==> src/design/ilst_pkg.sv <==
// ----------------------------------------------------------------------------
// ilst_pkg: shared definitions for the indexed list store
// Sizes, operation and status codes, sequencer states and the circular
// address helper used by the list store.
// ----------------------------------------------------------------------------
package ilst_pkg;

	// Maximum number of stored values (1 to 63).
	localparam int CAPACITY = 32;

	// Index into the entry memory and width of the fill count.
	localparam int IDX_W = (CAPACITY > 1) ? $clog2(CAPACITY) : 1;
	localparam int CNT_W = $clog2(CAPACITY + 1);

	// Payload field widths.
	localparam int KIND_W  = 3;
	localparam int POS_W   = 8;
	localparam int VAL_W   = 32;
	localparam int STAT_W  = 2;
	localparam int LEN_W   = 6;
	localparam int IN_W    = 40;
	localparam int OUT_W   = 40;

	// Common compare width for position against the fill count.
	localparam int CMP_W = POS_W + 1;

	// Operation codes carried in the input tuser.
	localparam logic [KIND_W-1:0] KIND_READ   = 3'd0;
	localparam logic [KIND_W-1:0] KIND_FRONT  = 3'd1;
	localparam logic [KIND_W-1:0] KIND_BACK   = 3'd2;
	localparam logic [KIND_W-1:0] KIND_REMOVE = 3'd3;
	localparam logic [KIND_W-1:0] KIND_DUMP   = 3'd4;

	// Status codes carried in the output tuser.
	localparam logic [STAT_W-1:0] STAT_OK    = 2'd0;
	localparam logic [STAT_W-1:0] STAT_RANGE = 2'd1;
	localparam logic [STAT_W-1:0] STAT_FULL  = 2'd2;
	localparam logic [STAT_W-1:0] STAT_EMPTY = 2'd3;

	// Value returned by a read that misses.
	localparam logic [VAL_W-1:0] NEG_ONE = 32'hFFFF_FFFF;

	// Sequencer states.
	typedef enum logic [2:0] {
		ST_IDLE,
		ST_RD_WAIT,
		ST_EMIT,
		ST_SHF_RD,
		ST_SHF_WR,
		ST_DMP_RD,
		ST_DMP_EMIT
	} state_t;

	// Physical slot of a logical position, with the front at head.
	function automatic logic [IDX_W-1:0] phys_addr(input logic [IDX_W-1:0] head,
			input logic [CNT_W-1:0] lidx);
		logic [CNT_W:0] sum;
		sum = (CNT_W+1)'(head) + (CNT_W+1)'(lidx);
		if (sum >= (CNT_W+1)'(CAPACITY)) begin
			sum = sum - (CNT_W+1)'(CAPACITY);
		end
		return sum[IDX_W-1:0];
	endfunction

endpackage

==> src/design/indexed_list_store.sv <==
// ----------------------------------------------------------------------------
// indexed_list_store: ordered list of signed 32-bit values
// Keeps up to CAPACITY values in a circular memory with a head pointer and
// serves read, insert front, append, remove and dump operations.
// ----------------------------------------------------------------------------
// One input transaction is taken while the block is idle, and the block is
// not ready again until the operation is finished and its result sits in the
// output register. The values live in a single-port-write, single-port-read
// memory addressed circularly from a head pointer, so an insert at the front
// or an append writes its entry without moving the others. A remove at the
// front or back only moves the head pointer or the count; a remove in the
// middle moves every later entry down by one through the memory read port,
// reading and then writing each moved entry. A dump reads each entry and
// delivers it as one result, waiting while the output side is held. Output
// back-pressure adds its own stall cycles. No clearing pass is needed after
// reset.
module indexed_list_store (
	input  logic                        clk,
	input  logic                        arst_n,
	input  logic                        s_tvalid,
	output logic                        s_tready,
	input  logic [ilst_pkg::IN_W-1:0]   s_tdata,   // position [7:0], item_value [39:8]
	input  logic [2:0]                  s_tuser,   // kind [2:0]
	output logic                        m_tvalid,
	input  logic                        m_tready,
	output logic [ilst_pkg::OUT_W-1:0]  m_tdata,   // read_value [31:0], length [37:32],
	                                               // zero [39:38]
	output logic [1:0]                  m_tuser,   // status [1:0]
	output logic                        m_tlast
);

	ilst_pkg::state_t state_q, state_d;

	// Control registers.
	logic [ilst_pkg::IDX_W-1:0] head_q, head_d;
	logic [ilst_pkg::CNT_W-1:0] count_q, count_d;
	logic [ilst_pkg::IDX_W-1:0] idx_q, idx_d;

	// Pending single result.
	logic [ilst_pkg::VAL_W-1:0]  res_value_q, res_value_d;
	logic [ilst_pkg::STAT_W-1:0] res_status_q, res_status_d;

	// Output register.
	logic                        out_valid_q;
	logic [ilst_pkg::VAL_W-1:0]  out_value_q;
	logic [ilst_pkg::STAT_W-1:0] out_status_q;
	logic                        out_last_q;
	logic [ilst_pkg::LEN_W-1:0]  out_len_q;
	logic                        out_load;
	logic                        out_free;
	logic [ilst_pkg::VAL_W-1:0]  out_value_d;
	logic [ilst_pkg::STAT_W-1:0] out_status_d;
	logic                        out_last_d;

	// Entry memory.
	logic [ilst_pkg::VAL_W-1:0] mem [ilst_pkg::CAPACITY];
	logic                       mem_we;
	logic [ilst_pkg::IDX_W-1:0] mem_waddr;
	logic [ilst_pkg::VAL_W-1:0] mem_wdata;
	logic                       mem_re;
	logic [ilst_pkg::IDX_W-1:0] mem_raddr;
	logic [ilst_pkg::VAL_W-1:0] rdata_q;

	// Input field decode.
	logic [ilst_pkg::KIND_W-1:0] in_kind;
	logic [ilst_pkg::POS_W-1:0]  in_pos;
	logic [ilst_pkg::VAL_W-1:0]  in_value;
	logic                        in_take;
	logic                        pos_in_range;
	logic                        pos_at_tail;
	logic                        is_full;
	logic [ilst_pkg::IDX_W-1:0]  head_dec;
	logic [ilst_pkg::IDX_W-1:0]  head_inc;
	logic [ilst_pkg::CNT_W-1:0]  idx_ext;
	logic                        dump_last;
	logic                        shift_done;

	assign in_kind  = s_tuser;
	assign in_pos   = s_tdata[7:0];
	assign in_value = s_tdata[39:8];

	assign s_tready = (state_q == ilst_pkg::ST_IDLE);
	assign in_take  = s_tvalid && s_tready;
	assign out_free = !out_valid_q || m_tready;

	// Comparisons and helper addresses for the sequencer and the datapath.
	assign pos_in_range = (ilst_pkg::CMP_W'(in_pos) < ilst_pkg::CMP_W'(count_q));
	assign pos_at_tail  = (ilst_pkg::CMP_W'(in_pos) + ilst_pkg::CMP_W'(1)
			== ilst_pkg::CMP_W'(count_q));
	assign is_full      = (count_q == ilst_pkg::CNT_W'(ilst_pkg::CAPACITY));
	assign head_dec     = (head_q == '0) ? ilst_pkg::IDX_W'(ilst_pkg::CAPACITY - 1)
			: head_q - ilst_pkg::IDX_W'(1);
	assign head_inc     = ilst_pkg::phys_addr(head_q, ilst_pkg::CNT_W'(1));
	assign idx_ext      = ilst_pkg::CNT_W'(idx_q);
	assign dump_last    = (idx_ext + ilst_pkg::CNT_W'(1) == count_q);
	assign shift_done   = ((ilst_pkg::CNT_W+1)'(idx_q) + (ilst_pkg::CNT_W+1)'(2)
			>= (ilst_pkg::CNT_W+1)'(count_q));

	// Next-state logic of the sequencer.
	always_comb begin
		state_d = state_q;
		case (state_q)
			ilst_pkg::ST_IDLE: begin
				if (in_take) begin
					state_d = ilst_pkg::ST_EMIT;
					case (in_kind)
						ilst_pkg::KIND_READ: begin
							if (pos_in_range) begin
								state_d = ilst_pkg::ST_RD_WAIT;
							end
						end
						ilst_pkg::KIND_REMOVE: begin
							if (pos_in_range && in_pos != '0 && !pos_at_tail) begin
								state_d = ilst_pkg::ST_SHF_RD;
							end
						end
						ilst_pkg::KIND_DUMP: begin
							if (count_q != '0) begin
								state_d = ilst_pkg::ST_DMP_RD;
							end
						end
						default: begin
							state_d = ilst_pkg::ST_EMIT;
						end
					endcase
				end
			end
			ilst_pkg::ST_RD_WAIT: state_d = ilst_pkg::ST_EMIT;
			ilst_pkg::ST_EMIT: begin
				if (out_free) begin
					state_d = ilst_pkg::ST_IDLE;
				end
			end
			ilst_pkg::ST_SHF_RD: state_d = ilst_pkg::ST_SHF_WR;
			ilst_pkg::ST_SHF_WR: begin
				state_d = shift_done ? ilst_pkg::ST_EMIT : ilst_pkg::ST_SHF_RD;
			end
			ilst_pkg::ST_DMP_RD: state_d = ilst_pkg::ST_DMP_EMIT;
			ilst_pkg::ST_DMP_EMIT: begin
				if (out_free) begin
					state_d = dump_last ? ilst_pkg::ST_IDLE : ilst_pkg::ST_DMP_RD;
				end
			end
			default: state_d = ilst_pkg::ST_IDLE;
		endcase
	end

	// Datapath controls of the sequencer.
	always_comb begin
		head_d       = head_q;
		count_d      = count_q;
		idx_d        = idx_q;
		res_value_d  = res_value_q;
		res_status_d = res_status_q;
		mem_we       = 1'b0;
		mem_waddr    = ilst_pkg::phys_addr(head_q, idx_ext);
		mem_wdata    = rdata_q;
		mem_re       = 1'b0;
		mem_raddr    = ilst_pkg::phys_addr(head_q, idx_ext);
		out_load     = 1'b0;
		out_value_d  = res_value_q;
		out_status_d = res_status_q;
		out_last_d   = 1'b1;
		case (state_q)
			ilst_pkg::ST_IDLE: begin
				if (in_take) begin
					res_value_d  = '0;
					res_status_d = ilst_pkg::STAT_OK;
					idx_d        = ilst_pkg::IDX_W'(in_pos);
					case (in_kind)
						ilst_pkg::KIND_READ: begin
							if (pos_in_range) begin
								mem_re    = 1'b1;
								mem_raddr = ilst_pkg::phys_addr(head_q,
										ilst_pkg::CNT_W'(in_pos));
							end else begin
								res_value_d  = ilst_pkg::NEG_ONE;
								res_status_d = ilst_pkg::STAT_RANGE;
							end
						end
						ilst_pkg::KIND_FRONT: begin
							if (is_full) begin
								res_status_d = ilst_pkg::STAT_FULL;
							end else begin
								mem_we    = 1'b1;
								mem_waddr = head_dec;
								mem_wdata = in_value;
								head_d    = head_dec;
								count_d   = count_q + ilst_pkg::CNT_W'(1);
							end
						end
						ilst_pkg::KIND_BACK: begin
							if (is_full) begin
								res_status_d = ilst_pkg::STAT_FULL;
							end else begin
								mem_we    = 1'b1;
								mem_waddr = ilst_pkg::phys_addr(head_q, count_q);
								mem_wdata = in_value;
								count_d   = count_q + ilst_pkg::CNT_W'(1);
							end
						end
						ilst_pkg::KIND_REMOVE: begin
							if (!pos_in_range) begin
								res_status_d = ilst_pkg::STAT_RANGE;
							end else if (in_pos == '0) begin
								head_d  = head_inc;
								count_d = count_q - ilst_pkg::CNT_W'(1);
							end else if (pos_at_tail) begin
								count_d = count_q - ilst_pkg::CNT_W'(1);
							end
						end
						ilst_pkg::KIND_DUMP: begin
							idx_d = '0;
							if (count_q == '0) begin
								res_status_d = ilst_pkg::STAT_EMPTY;
							end
						end
						default: begin
							res_status_d = ilst_pkg::STAT_OK;
						end
					endcase
				end
			end
			ilst_pkg::ST_RD_WAIT: begin
				res_value_d = rdata_q;
			end
			ilst_pkg::ST_EMIT: begin
				out_load = out_free;
			end
			ilst_pkg::ST_SHF_RD: begin
				mem_re    = 1'b1;
				mem_raddr = ilst_pkg::phys_addr(head_q, idx_ext + ilst_pkg::CNT_W'(1));
			end
			ilst_pkg::ST_SHF_WR: begin
				mem_we = 1'b1;
				idx_d  = idx_q + ilst_pkg::IDX_W'(1);
				if (shift_done) begin
					count_d = count_q - ilst_pkg::CNT_W'(1);
				end
			end
			ilst_pkg::ST_DMP_RD: begin
				mem_re = 1'b1;
			end
			ilst_pkg::ST_DMP_EMIT: begin
				out_load     = out_free;
				out_value_d  = rdata_q;
				out_status_d = ilst_pkg::STAT_OK;
				out_last_d   = dump_last;
				if (out_free) begin
					idx_d = idx_q + ilst_pkg::IDX_W'(1);
				end
			end
			default: begin
				out_load = 1'b0;
			end
		endcase
	end

	// Sequencer and control registers.
	always_ff @(posedge clk or negedge arst_n) begin
		if (!arst_n) begin
			state_q <= ilst_pkg::ST_IDLE;
			head_q  <= '0;
			count_q <= '0;
			idx_q   <= '0;
		end else begin
			state_q <= state_d;
			head_q  <= head_d;
			count_q <= count_d;
			idx_q   <= idx_d;
		end
	end

	// Pending result fields.
	always_ff @(posedge clk) begin
		res_value_q  <= res_value_d;
		res_status_q <= res_status_d;
	end

	// Output register: valid flag.
	always_ff @(posedge clk or negedge arst_n) begin
		if (!arst_n) begin
			out_valid_q <= 1'b0;
		end else if (out_load) begin
			out_valid_q <= 1'b1;
		end else if (m_tready) begin
			out_valid_q <= 1'b0;
		end
	end

	// Output register: payload. The length is the count after the operation.
	always_ff @(posedge clk) begin
		if (out_load) begin
			out_value_q  <= out_value_d;
			out_status_q <= out_status_d;
			out_last_q   <= out_last_d;
			out_len_q    <= ilst_pkg::LEN_W'(count_q);
		end
	end

	// Entry memory with registered read data.
	always_ff @(posedge clk) begin
		if (mem_we) begin
			mem[mem_waddr] <= mem_wdata;
		end
		if (mem_re) begin
			rdata_q <= mem[mem_raddr];
		end
	end

	assign m_tvalid = out_valid_q;
	assign m_tdata  = {2'b00, out_len_q, out_value_q};
	assign m_tuser  = out_status_q;
	assign m_tlast  = out_last_q;

`ifndef NO_ASSERTIONS
	// The fill count never passes the capacity.
	a_count_bound: assert property (@(posedge clk) disable iff (!arst_n)
			count_q <= ilst_pkg::CNT_W'(ilst_pkg::CAPACITY))
		else $error("fill count exceeds capacity");

	// A result not marked last only appears while a dump is still running.
	a_nonlast_in_dump: assert property (@(posedge clk) disable iff (!arst_n)
			(m_tvalid && !m_tlast) |-> (state_q == ilst_pkg::ST_DMP_RD ||
			state_q == ilst_pkg::ST_DMP_EMIT))
		else $error("non-final result outside a dump");

	// The memory is never written while a dump walks it.
	a_no_write_in_dump: assert property (@(posedge clk) disable iff (!arst_n)
			(state_q == ilst_pkg::ST_DMP_RD || state_q == ilst_pkg::ST_DMP_EMIT)
			|-> !mem_we)
		else $error("memory written during dump");

	// An accepted transaction leaves the count unchanged or moves it by one.
	a_count_step: assert property (@(posedge clk) disable iff (!arst_n)
			in_take |=> (count_q == $past(count_q) ||
			count_q == $past(count_q) + ilst_pkg::CNT_W'(1) ||
			count_q == $past(count_q) - ilst_pkg::CNT_W'(1)))
		else $error("count moved by more than one");
`endif

endmodule
==> config.mk <==
export PLATFORM = sky130hd
export DESIGN_NAME = indexed_list_store
export DESIGN_NICKNAME = d
export VERILOG_FILES = /design/src/design/ilst_pkg.sv /design/src/design/indexed_list_store.sv
export SDC_FILE = /design/constraint.sdc
export NUM_CORES = 2
export LEC_CHECK = 0
export BUFFER_PORTS_ARGS = -buffer_cell sky130_fd_sc_hd__buf_2
export CAP_MARGIN = 20
export CORE_ASPECT_RATIO = 0.8
export CORE_MARGIN = 5
export CORE_UTILIZATION = 45
export CTS_CLUSTER_DIAMETER = 30
export CTS_CLUSTER_SIZE = 10
export DETAILED_ROUTE_END_ITERATION = 10
export GPL_ROUTABILITY_DRIVEN = 0
export REMOVE_ABC_BUFFERS = 1
export SLEW_MARGIN = 20
export SYNTH_ARGS = -nofsm -noshare
export SYNTH_HDL_FRONTEND = slang
export SYNTH_SLANG_ARGS = --single-unit
==> constraint.sdc <==
create_clock -name clk -period 4.2 [get_ports clk]
set_clock_uncertainty 0.05 [all_clocks]
set_input_delay 1.26 -clock clk [delete_from_list [all_inputs] [get_ports clk]]
set_output_delay 1.26 -clock clk [all_outputs]
set_load 0.05 [all_outputs]
==> metrics.csv <==
stage,metric,value,unit
outcome,status,finished clean,
drt,drcViolationCount,0,
floorplan,die_height,299.2,µm
timing,rsz0062_at_grt,no,
cts,htreeDepth,4,
critical_path,rr_worst_depth,13,
yosys,syn_inst,3396,
timing,hold_viol_final,0,
critical_path,start_kind,input pin,
timing,setup_viol,0,
yosys,muxShareOfSynthArea,3.969,%
critical_path,critical_path_class,input pin to register,
cts,cts_resized,0,
cts,clockRootBuffer,clkbuf_16,
yosys,synthAdderAreaFrac,1.128,%
drt,via_per_inst,5.754,
yosys,ys_types,71,
critical_path,critical_path.cell_chain,buf_2 -> ha_1 -> a21oi_1 -> nand4_1 -> or3_1 -> buf_4 -> mux2i_4 -> buf_4 -> buf_4 -> nand2_1 -> a32oi_1 -> o311ai_1 -> nand4_1,
timing,fmax,0.2598,GHz
global_route,grt_first_pass_wirelength,204500,µm
yosys,post_synth_and_or_nand_nor_area_fraction,12.11,%
critical_path,crit_family,buffers and inverters,
worst_hold_path,min-delay-path-class,input pin to async pin,
cts,cts_tree,done,
critical_path,cp-end-kind,register,
critical_path,arrival,4450,ps
floorplan,start_util,45.18,%
yosys,syn_avg_cell_area,13.85,µm²
final_layout,nets,3922,
drt,drt_iter0_markers,3688,
flow_run,maxCapViolCount,0,
critical_path,cp_slowest_cell,or3_1,
final_layout,diodes,0,
placed_design,dp.cells,5039,
global_route,grt_use_total,25.04,%
yosys,synth_xor_xnor_area_share,0.8113,%
cts,cts_setup_buffers,0,
yosys,seq_area_frac_synth,73.27,%
floorplan,boundaryPins,92,
global_route,grt_overflow,0,
timing,final.min_clock_period,3849,ps
cts,clk_pin_slew,50,ps
floorplan,die_x,371.5,µm
yosys,yosysWarningCount,0,
final_layout,syn2layout_area_growth,26.82,%
global_route,grt_max_degree,45,
yosys,ys_ff_latch,1151,
critical_path,path_common_cell,buf_4,
yosys,synth_ff_type,edfxtp_1,
timing,fin_setup_tns,0,ps
yosys,synth_compound_area_share,6.325,%
critical_path,critPathMaxFanout,18,
drt,antenna_left,0,
yosys,synth_async_sr_flop_share,1.738,%
cts,ctsHoldBuffers,0,
drt,first_pass_iters,5,
critical_path,reg2reg_slack,400,ps
drt,routedWlPerCell,25.87,µm
critical_path,startpoint,s_tdata[5],
floorplan,dieArea,111100,µm²
global_route,grt_pass1_vias,29950,
floorplan,placementRows,106,
critical_path,crit_buf_inv,4,
drt,num_vias,31110,
drt,drt-total-wl,139800,µm
placed_design,dp_hpwl,84070,µm
yosys,synth_top_family_by_area,simple AND/OR/NAND/NOR gates,
final_layout,finalNonFillerCells,5406,
final_layout,layout-drive-gt1-share,21.56,%
cts,clk_latency,800,ps
critical_path,reg2reg_from,count_q[5],
critical_path,crit_path_max_incr_delay,390,ps
placed_design,io_buffers,89,
critical_path,cp_data_required_time,4800,ps
yosys,synth_area,47040,µm²
timing,slew_viol_final,0,
global_route,antenna_found_initial,1,
timing,worst_pin_slew,1095,ps
floorplan,core,104100,µm²
yosys,synth_enable_flop_cells,1131,
cts,clock_sinks,1151,
cts,clk_path_buf_depth,3,
timing,finalCritPeriodShare,91.65,%
critical_path,r2r_end,rdata_q[23],
timing,maxSlewHeadroom,26.97,%
cts,cts-buffers-inserted,198,
-- stage by stage --
stage | instance area, µm² | hold WS, ps | util, % | worst slack (ps)
floorplan | 46020 | 446.7 | - | -13290
global placement | 52780 | 456.3 | 50.69 | -323.4
detailed placement | 52780 | 467.3 | 50.69 | -325.1
CTS | 59650 | 372.0 | 57.30 | 442.6
global route | 59650 | 427.9 | 57.30 | 224.8
finish | 59650 | 420.6 | 57.30 | 350.8
-- routing by layer --
layer / vias to the layer above / global-route usage, % / wire [µm]
li1: 13720 / - / -
met1: 15670 / 37.04 / 60530
met2: 1523 / 37.34 / 62330
met3: 187 / 6.072 / 14310
met4: 0 / 6.784 / 2661
met5: - / 0 / 0
-- logic make-up after synthesis --
kind of cell             after synthesis
other                                  1
XOR/XNOR                              42
AO/OA/AOI/OAI                        423
multiplexers                         177
buffers and inverters                236
adder cells (fa/ha/maj)               40
flip-flops                          1151
AND/OR/NAND/NOR                     1326
-- registers in the layout, summed over array words and instances (netlist names) --
| signal | flops |
|---|---|
| count_q | 6 |
| head_q | 5 |
| idx_q | 5 |
| m_tlast | 1 |
| m_tuser | 2 |
| m_tvalid | 1 |
| mem | 1024 |
| out_len_q | 6 |
| out_value_q | 32 |
| rdata_q | 32 |
| res_status_q | 2 |
| res_value_q | 32 |
| state_q | 3 |
-- Yosys cell counts, types with 8 or more instances --
cell type	n	area, µm²
nand2b_1	12	75.07
a21oi_1	153	765.7
a32oi_1	97	849.6
a211oi_1	10	75.07
o2111ai_1	31	271.5
buf_6	11	123.9
inv_1	25	93.84
nand2_1	886	3326
o311ai_1	28	245.2
nand3_1	208	1041
buf_1	15	56.30
buf_2	96	480.5
buf_4	8	60.06
clkbuf_1	80	300.3
a21o_1	43	322.8
xor2_1	13	113.9
mux2i_1	137	1371
mux2_2	34	382.9
dfrtp_1	20	500.5
nand4_1	105	656.9
ha_1	36	450.4
nor2_1	60	225.2
o21ai_0	15	75.07
edfxtp_1	1131	33960
xnor2_1	28	245.2
nor2b_1	9	56.30
-- worst reg2reg max path, delay by kind of cell, from the launching register on --
| kind | cells | cell delay (ps) |
|---|---|---|
| buffers and inverters | 4 | 990 |
| AO/OA/AOI/OAI | 3 | 870 |
| AND/OR/NAND/NOR | 4 | 770 |
| flip-flops | 1 | 450 |
| adder cells (fa/ha/maj) | 1 | 310 |
| multiplexers | 1 | 240 |
-- placed cells by master (no fill, tap or decap), types with 15 or more instances in the layout --
| master | instances |
|---|---|
| clkbuf_16 | 198 |
| edfxtp_1 | 1131 |
| nand4_1 | 105 |
| dfrtp_1 | 20 |
| buf_4 | 243 |
| ha_1 | 36 |
| a21o_1 | 43 |
| nand2_1 | 884 |
| clkinvlp_4 | 17 |
| mux2_2 | 34 |
| nor2_4 | 40 |
| buf_2 | 89 |
| o311ai_1 | 28 |
| nand3_1 | 207 |
| clkbuf_1 | 21 |
| inv_1 | 25 |
| clkinv_2 | 33 |
| nor2_1 | 21 |
| buf_12 | 116 |
| xnor2_1 | 28 |
| a21oi_1 | 153 |
| clkinv_1 | 31 |
| o2111ai_1 | 31 |
| mux2i_1 | 137 |
| a32oi_1 | 97 |
| bufinv_16 | 31 |
| o21ai_0 | 15 |
-- how the worst max path moves through the flow --
| stage | to | slack (ps) | depth (start not counted) |
|---|---|---|---|
| detailed placement | rdata_q[23] | -330 | 14 |
| global route | rdata_q[1] | 220 | 11 |
| floorplan | rdata_q[30] | -13290 | 9 |
| global placement | rdata_q[23] | -320 | 14 |
| finish | rdata_q[23] | 350 | 13 |
| CTS | rdata_q[23] | 440 | 13 |
-- cell type report --
type | instances | area (µm²)
Fill cell | 8103 | 44460
Sequential cell | 1151 | 34460
Multi-Input combinational cell | 2010 | 11870
Clock buffer | 220 | 5047
Timing Repair Buffer | 448 | 4592
Clock inverter | 147 | 1829
Tap cell | 1404 | 1757
Inverter | 26 | 97.59
Power is left out: the tool's default activity adds up to more than one toggle a clock period on the data nets, which glitch-free logic cannot reach.
